==> src/rtl/bc7m6_pkg.sv <==
// Package for the BC7 mode 6 block decoder: shared types, constants and the
// interpolation weight table. Used by every module in rtl/.
package bc7m6_pkg;

   localparam int NUM_TEXELS = 16;
   localparam int IDX_W      = 4;
   localparam int CHAN_W     = 8;
   localparam int WEIGHT_W   = 7;
   localparam int QDEPTH     = 2;

   // Mode 6 marker in the low seven bits: six zeros then a one
   localparam logic [6:0] MODE6_CODE = 7'b100_0000;

   localparam logic [IDX_W-1:0] LAST_TEXEL = 4'(NUM_TEXELS - 1);

   // Magenta fill for blocks of any other mode
   localparam logic [CHAN_W-1:0] FILL_RED   = 8'd255;
   localparam logic [CHAN_W-1:0] FILL_GREEN = 8'd0;
   localparam logic [CHAN_W-1:0] FILL_BLUE  = 8'd255;
   localparam logic [CHAN_W-1:0] FILL_ALPHA = 8'd255;

   localparam logic [WEIGHT_W-1:0] ROUND_BIAS = 7'd32;

   // Decoded block as it travels from front to back
   typedef struct packed {
      logic                                  mode_ok;
      logic [3:0][CHAN_W-1:0]                ep0;  // r,g,b,a at [0..3]
      logic [3:0][CHAN_W-1:0]                ep1;
      logic [NUM_TEXELS-1:0][IDX_W-1:0]      idx;
   } desc_type;

   // Queue status seen by the back end and by the top level's full output
   typedef struct packed {
      logic empty;
      logic full;
   } qstat_type;

   // Fixed 4-bit index weight table
   function automatic logic [WEIGHT_W-1:0] weight(input logic [IDX_W-1:0] idx);
      logic [WEIGHT_W-1:0] w;
      case (idx)
         4'd0:    w = 7'd0;
         4'd1:    w = 7'd4;
         4'd2:    w = 7'd9;
         4'd3:    w = 7'd13;
         4'd4:    w = 7'd17;
         4'd5:    w = 7'd21;
         4'd6:    w = 7'd26;
         4'd7:    w = 7'd30;
         4'd8:    w = 7'd34;
         4'd9:    w = 7'd38;
         4'd10:   w = 7'd43;
         4'd11:   w = 7'd47;
         4'd12:   w = 7'd51;
         4'd13:   w = 7'd55;
         4'd14:   w = 7'd60;
         4'd15:   w = 7'd64;
         default: w = 7'd0;
      endcase
      return w;
   endfunction

endpackage

==> src/rtl/bc7m6_front.sv <==
// Front end: checks the block mode and unpacks endpoints and indices into a
// block descriptor. Depends on bc7m6_pkg.
module bc7m6_front (
   input  logic [63:0]          block_low,
   input  logic [63:0]          block_high,
   output bc7m6_pkg::desc_type  desc
);

   logic p0;
   logic p1;

   assign p0 = block_low[63];
   assign p1 = block_high[0];

   // Mode check and endpoint unpack, channels interleaved low/high
   always_comb begin
      desc.mode_ok = (block_low[6:0] == bc7m6_pkg::MODE6_CODE);
      desc.ep0[0]  = {block_low[13:7],  p0};
      desc.ep1[0]  = {block_low[20:14], p1};
      desc.ep0[1]  = {block_low[27:21], p0};
      desc.ep1[1]  = {block_low[34:28], p1};
      desc.ep0[2]  = {block_low[41:35], p0};
      desc.ep1[2]  = {block_low[48:42], p1};
      desc.ep0[3]  = {block_low[55:49], p0};
      desc.ep1[3]  = {block_low[62:56], p1};
      // anchor index is 3 bits, the rest are 4 bits each
      desc.idx     = {block_high[63:4], 1'b0, block_high[3:1]};
   end

endmodule

==> src/rtl/bc7m6_queue.sv <==
// Two-entry descriptor queue between front and back.
// Depends on bc7m6_pkg.
module bc7m6_queue (
   input  logic                 clock,
   input  logic                 reset,
   input  logic                 push,
   input  bc7m6_pkg::desc_type  push_desc,
   input  logic                 pop,
   output bc7m6_pkg::desc_type  head_desc,
   output bc7m6_pkg::qstat_type stat
);

   bc7m6_pkg::desc_type entry_ff [bc7m6_pkg::QDEPTH];
   logic       wr_ptr_ff, wr_ptr_in;
   logic       rd_ptr_ff, rd_ptr_in;
   logic [1:0] count_ff,  count_in;
   logic       do_push;
   logic       do_pop;

   assign stat.empty = (count_ff == 2'd0);
   assign stat.full  = (count_ff == 2'(bc7m6_pkg::QDEPTH));
   assign do_push    = push && !stat.full;
   assign do_pop     = pop && !stat.empty;
   assign head_desc  = entry_ff[rd_ptr_ff];

   // Pointer and count update
   always_comb begin
      wr_ptr_in = do_push ? !wr_ptr_ff : wr_ptr_ff;
      rd_ptr_in = do_pop  ? !rd_ptr_ff : rd_ptr_ff;
      count_in  = count_ff;
      if (do_push && !do_pop) begin
         count_in = count_ff + 2'd1;
      end else if (do_pop && !do_push) begin
         count_in = count_ff - 2'd1;
      end
   end

   always_ff @(posedge clock) begin
      if (reset) begin
         wr_ptr_ff <= 1'b0;
         rd_ptr_ff <= 1'b0;
         count_ff  <= 2'd0;
      end else begin
         wr_ptr_ff <= wr_ptr_in;
         rd_ptr_ff <= rd_ptr_in;
         count_ff  <= count_in;
      end
   end

   // Entry storage, no reset needed
   always_ff @(posedge clock) begin
      if (do_push) begin
         entry_ff[wr_ptr_ff] <= push_desc;
      end
   end

endmodule

==> src/rtl/bc7m6_back.sv <==
// Back end: walks the sixteen texels of the head descriptor, blends the
// endpoints and holds each texel in an output register. Depends on bc7m6_pkg.
module bc7m6_back (
   input  logic                 clock,
   input  logic                 reset,
   input  bc7m6_pkg::desc_type  head_desc,
   input  bc7m6_pkg::qstat_type qstat,
   output logic                 q_pop,
   input  logic                 out_pop,
   output logic                 out_empty,
   output logic [3:0]           out_texel_index,
   output logic [7:0]           out_red,
   output logic [7:0]           out_green,
   output logic [7:0]           out_blue,
   output logic [7:0]           out_alpha,
   output logic                 out_mode_ok,
   output logic                 out_last_texel
);

   logic [3:0]       texel_ff, texel_in;
   logic             out_vld_ff, out_vld_in;
   logic             fire;
   logic [3:0]       cur_idx;
   logic [6:0]       cur_w;
   logic [3:0][7:0]  blend_val;
   logic [3:0][7:0]  chan_in;
   logic [3:0][7:0]  chan_ff;
   logic [3:0]       tidx_ff;
   logic             ok_ff;
   logic             last_ff;

   // Advance one texel when a descriptor waits and the output slot frees up
   assign fire  = !qstat.empty && (!out_vld_ff || out_pop);
   assign q_pop = fire && (texel_ff == bc7m6_pkg::LAST_TEXEL);

   assign cur_idx = head_desc.idx[texel_ff];
   assign cur_w   = bc7m6_pkg::weight(cur_idx);

   // Per-channel blend: (e0*64 + (e1-e0)*w + 32) >> 6
   always_comb begin
      for (int c = 0; c < 4; c++) begin
         logic signed [8:0]  diff;
         logic signed [16:0] prod;
         logic signed [16:0] sum;
         diff = $signed({1'b0, head_desc.ep1[c]}) - $signed({1'b0, head_desc.ep0[c]});
         prod = 17'(diff) * 17'($signed({1'b0, cur_w}));
         sum  = $signed({3'b000, head_desc.ep0[c], 6'b00_0000}) + prod
              + $signed({10'd0, bc7m6_pkg::ROUND_BIAS});
         blend_val[c] = sum[13:6];
      end
   end

   // Choose blended texel or magenta fill
   always_comb begin
      if (head_desc.mode_ok) begin
         chan_in = blend_val;
      end else begin
         chan_in[0] = bc7m6_pkg::FILL_RED;
         chan_in[1] = bc7m6_pkg::FILL_GREEN;
         chan_in[2] = bc7m6_pkg::FILL_BLUE;
         chan_in[3] = bc7m6_pkg::FILL_ALPHA;
      end
   end

   // Texel counter and output valid
   always_comb begin
      texel_in   = fire ? texel_ff + 4'd1 : texel_ff;
      out_vld_in = out_vld_ff;
      if (fire) begin
         out_vld_in = 1'b1;
      end else if (out_pop) begin
         out_vld_in = 1'b0;
      end
   end

   always_ff @(posedge clock) begin
      if (reset) begin
         texel_ff   <= 4'd0;
         out_vld_ff <= 1'b0;
      end else begin
         texel_ff   <= texel_in;
         out_vld_ff <= out_vld_in;
      end
   end

   // Output payload register
   always_ff @(posedge clock) begin
      if (fire) begin
         chan_ff <= chan_in;
         tidx_ff <= texel_ff;
         ok_ff   <= head_desc.mode_ok;
         last_ff <= (texel_ff == bc7m6_pkg::LAST_TEXEL);
      end
   end

   assign out_empty       = !out_vld_ff;
   assign out_texel_index = tidx_ff;
   assign out_red         = chan_ff[0];
   assign out_green       = chan_ff[1];
   assign out_blue        = chan_ff[2];
   assign out_alpha       = chan_ff[3];
   assign out_mode_ok     = ok_ff;
   assign out_last_texel  = last_ff;

endmodule

==> src/rtl/bc7_mode6_block_decoder.sv <==
// BC7 mode 6 block decoder, top level. An accepted block is written into the
// queue; its sixteen texels then pass through the back end's output register.
// Throughput: one texel per cycle while a block waits and each texel is popped,
// set by the texel sequencer in the back end; a two-block queue decouples input.
// Reset is synchronous and active high; it empties the queue and output stage.
// Depends on bc7m6_pkg, bc7m6_front, bc7m6_queue, bc7m6_back.
module bc7_mode6_block_decoder (
   input  logic        clock,
   input  logic        reset,
   input  logic        push,
   output logic        full,
   input  logic [63:0] req_block_low,
   input  logic [63:0] req_block_high,
   output logic        empty,
   input  logic        pop,
   output logic [3:0]  rsp_texel_index,
   output logic [7:0]  rsp_red,
   output logic [7:0]  rsp_green,
   output logic [7:0]  rsp_blue,
   output logic [7:0]  rsp_alpha,
   output logic        rsp_mode_ok,
   output logic        rsp_last_texel
);

   bc7m6_pkg::desc_type  new_desc;
   bc7m6_pkg::desc_type  head_desc;
   bc7m6_pkg::qstat_type qstat;
   logic                 q_pop;

   assign full = qstat.full;

   // Classify and unpack
   bc7m6_front u_front (
      .block_low  (req_block_low),
      .block_high (req_block_high),
      .desc       (new_desc)
   );

   // Block queue
   bc7m6_queue u_queue (
      .clock     (clock),
      .reset     (reset),
      .push      (push),
      .push_desc (new_desc),
      .pop       (q_pop),
      .head_desc (head_desc),
      .stat      (qstat)
   );

   // Texel generation
   bc7m6_back u_back (
      .clock           (clock),
      .reset           (reset),
      .head_desc       (head_desc),
      .qstat           (qstat),
      .q_pop           (q_pop),
      .out_pop         (pop),
      .out_empty       (empty),
      .out_texel_index (rsp_texel_index),
      .out_red         (rsp_red),
      .out_green       (rsp_green),
      .out_blue        (rsp_blue),
      .out_alpha       (rsp_alpha),
      .out_mode_ok     (rsp_mode_ok),
      .out_last_texel  (rsp_last_texel)
   );

`ifndef NO_ASSERTIONS
   // Texels of a block come out in order
   a_texel_order: assert property (@(posedge clock) disable iff (reset)
      pop && !empty && !rsp_last_texel |=>
         empty || rsp_texel_index == 4'($past(rsp_texel_index) + 4'd1))
      else $error("texel index skipped");

   // A new block starts at texel zero
   a_block_start: assert property (@(posedge clock) disable iff (reset)
      pop && !empty && rsp_last_texel |=> empty || rsp_texel_index == 4'd0)
      else $error("block did not restart at texel zero");

   // Last flag only on the final texel
   a_last_flag: assert property (@(posedge clock) disable iff (reset)
      !empty |-> rsp_last_texel == (rsp_texel_index == bc7m6_pkg::LAST_TEXEL))
      else $error("last_texel mismatch");

   // Non-mode-6 blocks give the magenta fill
   a_fill: assert property (@(posedge clock) disable iff (reset)
      !empty && !rsp_mode_ok |->
         rsp_red == bc7m6_pkg::FILL_RED && rsp_green == bc7m6_pkg::FILL_GREEN &&
         rsp_blue == bc7m6_pkg::FILL_BLUE && rsp_alpha == bc7m6_pkg::FILL_ALPHA)
      else $error("bad fill color");
`endif

endmodule
==> config.mk <==
export PLATFORM = sky130hd
export DESIGN_NAME = bc7_mode6_block_decoder
export DESIGN_NICKNAME = d
export VERILOG_FILES = /design/src/rtl/bc7m6_pkg.sv /design/src/rtl/bc7m6_front.sv /design/src/rtl/bc7m6_queue.sv /design/src/rtl/bc7m6_back.sv /design/src/rtl/bc7_mode6_block_decoder.sv
export SDC_FILE = /design/constraint.sdc
export NUM_CORES = 1
export LEC_CHECK = 0
export BUFFER_PORTS_ARGS = -buffer_cell sky130_fd_sc_hd__buf_2
export CORE_MARGIN = 3
export CORE_UTILIZATION = 50
export CTS_CLUSTER_DIAMETER = 40
export DETAILED_ROUTE_END_ITERATION = 12
export PLACE_DENSITY = 0.71
export SYNTH_ARGS = -nofsm -noshare
export SYNTH_HDL_FRONTEND = slang
export SYNTH_SLANG_ARGS = --single-unit
export TNS_END_PERCENT = 50
==> constraint.sdc <==
create_clock -name clock -period 8 [get_ports clock]
set_input_delay 1.6 -clock clock [delete_from_list [all_inputs] [get_ports clock]]
set_output_delay 1.6 -clock clock [all_outputs]
set_load 0.05 [all_outputs]
==> metrics.yaml <==
cts:
  cts_tree: "done"
  ctsHoldBuffers: 0
  cts_sinks: 292
  cts_buffers: 42
  clock_latency_ns: 0.55
  post_cts_buffers: 0
  ctsLongestPathBuffers: 3
  cts.reportedPaths.clkPinSlew_ns: 0.06
  htreeDepth: 2
  clockRootBuffer: "clkbuf_16"
synth:
  syn_inst: 1690
  synth_top_area_share: 0.410
  synth_edf_count: 282
  synthArstFlopShare: 0
  synth-warning-count: 0
  synth_common_cells: "299 x inv_1, 282 x edfxtp_1, 192 x fa_1"
  ys_ff_latch: 292
  netlist_top_cells_area: "edfxtp_1 41%, fa_1 19%, ha_1 9.0%, inv_1 5.4%, nor2_1 3.1%"
  syn_area_sq_um: 20700
  yosysMostFrequentCell: "inv_1"
  syn-num-nets: 2162
  synth_ff_type: "edfxtp_1"
  ys_seq_area_frac: 0.419
  synth_cell_types: 62
  avgSynthCellArea_sq_um: 12.2
  yosys.area.top_type: "edfxtp_1"
setup_path:
  cp-endpoint: "u_back.out_green[7]"
  ff2ff_setup_slack_ns: 0.54
  r2r_cells: 26
  crit_arrival_ns: 7.87
  r2r-end: "u_back.out_green[7]"
  path_buf_inv: 7
  critPathRequiredTime_ns: 8.42
  crit_fanout: 33
  critical_path.most_common_cell: "fa_1"
  path_delay_family: "adder cells"
  path_depth: 26
  start_kind: "flop"
  critPathKind: "reg -> reg"
  cpPeakStageDelay_ns: 0.63
  cp_slowest_cell: "dfxtp_4"
  cp-end-kind: "flop"
timing:
  finalCritPeriodShare: 0.932
  finalHoldViolCount: 0
  tightest_slew_ns: 1.03
  finalCriticalPeriod_ns: 7.46
  drv_slew: 0
  setup_violations: 0
  slew_headroom: 0.311
  fin_setup_tns_ns: 0
  clock_skew_ns: 0.0103
  rsz0062_at_grt: "false"
  fmax_ghz: 0.134
detailed_routing:
  wl_um: 45600
  drtAntennaViolNets: 0
  route.detailed.drc: 0
  via_per_inst: 5.32
  vias: 13100
  post_drt_wl_per_cell_um: 18.5
  firstDrtPassIters: 5
  drt_iter0_markers: 746
floorplanning:
  dieArea_sq_um: 43800
  io_pins: 172
  floorplan.die.width_um: 209
  num_rows: 73
  die_y_um: 209
  core_sq_um: 40300
  start_util: 0.513
global_routing:
  use_met1: 0.276
  gr-usage-all-layers: 0.212
  globalRouteMet2Util: 0.348
  antenna_found_initial: 15
  grt_max_degree: 75
  grt_pass1_wl_um: 73500
  top_usage_layer: "met2"
  overflow: 0
  grt_pass1_vias: 13900
  use_met3: 0.0583
layout:
  area_growth_syn_to_layout_pct: 14.8
  design_area_sq_um: 23700
  fillers: 3207
  multi_input_area_sq_um: 10700
  drive_gt1_frac: 0.191
  regArea_sq_um: 8670
  final_nets: 2381
worst_hold_path:
  min_path_type: "reg -> reg"
placement:
  hpwl_um: 35000
  placed_area_sq_um: 22300
  port_buffers: 171
  finalWeightedCongestion: 0.897
run_status:
  outcome: "finished clean"
job:
  drv_cap: 0
## logic make-up after synthesis
logic type,share of synthesized area
simple gates,0.0860
compound gates,0.0349
flops,0.419
buf+inv,0.0651
mux,0.0732
fa+ha+maj,0.276
xor+xnor,0.0459
## how the worst min path moves through the flow
stage | from | to | slack [ns] | cells after the start
after detailed placement | u_queue.rd_ptr_ff | u_queue.rd_ptr_ff | 0.49 | 2
after global routing | u_queue.rd_ptr_ff | u_queue.rd_ptr_ff | 0.53 | 2
after global placement | u_queue.rd_ptr_ff | u_queue.rd_ptr_ff | 0.49 | 2
after floorplan | u_back.texel_ff[3] | u_back.out_texel_index[3] | 0.42 | 0
after CTS | u_queue.rd_ptr_ff | u_queue.rd_ptr_ff | 0.51 | 2
final | u_queue.rd_ptr_ff | u_queue.rd_ptr_ff | 0.51 | 2
## per-stage QoR
stage / instances / utilization / hold WS, ns / setup slack [ns]
CTS: 2466 / 0.589 / 0.513 / 0.353
global route: 2466 / 0.589 / 0.533 / 0.0591
floorplan: 1690 / - / 0.421 / -0.105
global placement: 2390 / 0.555 / 0.487 / 0.382
finish: 2469 / 0.589 / 0.512 / 0.543
detailed placement: 2390 / 0.555 / 0.495 / 0.361
## layout make-up
cell class,count,area share
Sequential cell,292,0.365
Timing Repair Buffer,217,0.0508
Tap cell,525,0.0277
Clock buffer,51,0.0475
Multi-Input combinational cell,1053,0.450
Antenna cell,3,0.000316
Clock inverter,25,0.0107
Inverter,303,0.0479
## state kept, by name, summed over array words and instances, names as in the netlist, 2 cells and up, named ones only
| name | flops |
|---|---|
| u_back.texel_ff | 4 |
| u_back.out_red | 8 |
| u_back.out_alpha | 8 |
| u_back.out_green | 8 |
| u_back.out_blue | 8 |
| u_back.out_texel_index | 4 |
| u_queue.count_ff | 2 |
| u_queue.entry_ff | 244 |
## tightest hold or removal path, delay by kind of cell (launching register included)
family,cells,cell delay [ns]
xor gates and xnor gates,1,0.08
DFF,1,0.32
and+or+nand+nor,1,0.08
## metal layers
metal | wire length [um] | vias up
li1 | - | 6094
met1 | 18900 | 6479
met2 | 21700 | 403
met3 | 3290 | 126
met4 | 1560 | 26
met5 | 162 | -
## timing repair
item / in CTS / in global routing
endpoints found under the setup margin: 0 / 1
resized for setup: 0 / 1
hold endpoints to repair: 0 / 0
## layout by cell type (no fill, tap or decap), types with 21 or more instances in the layout
| master | instances |
|---|---|
| ha_1 | 148 |
| nand2_1 | 100 |
| buf_4 | 45 |
| inv_1 | 299 |
| xor2_1 | 37 |
| xnor2_1 | 61 |
| clkbuf_16 | 43 |
| nor3_1 | 23 |
| edfxtp_1 | 282 |
| buf_2 | 171 |
| mux4_2 | 27 |
| a21oi_1 | 26 |
| o21ai_0 | 21 |
| mux2_2 | 33 |
| nor2_1 | 169 |
| mux2i_1 | 51 |
| fa_1 | 192 |
Power is left out: the tool's default activity adds up to more than one toggle a clock period on the data nets, which glitch-free logic cannot reach.
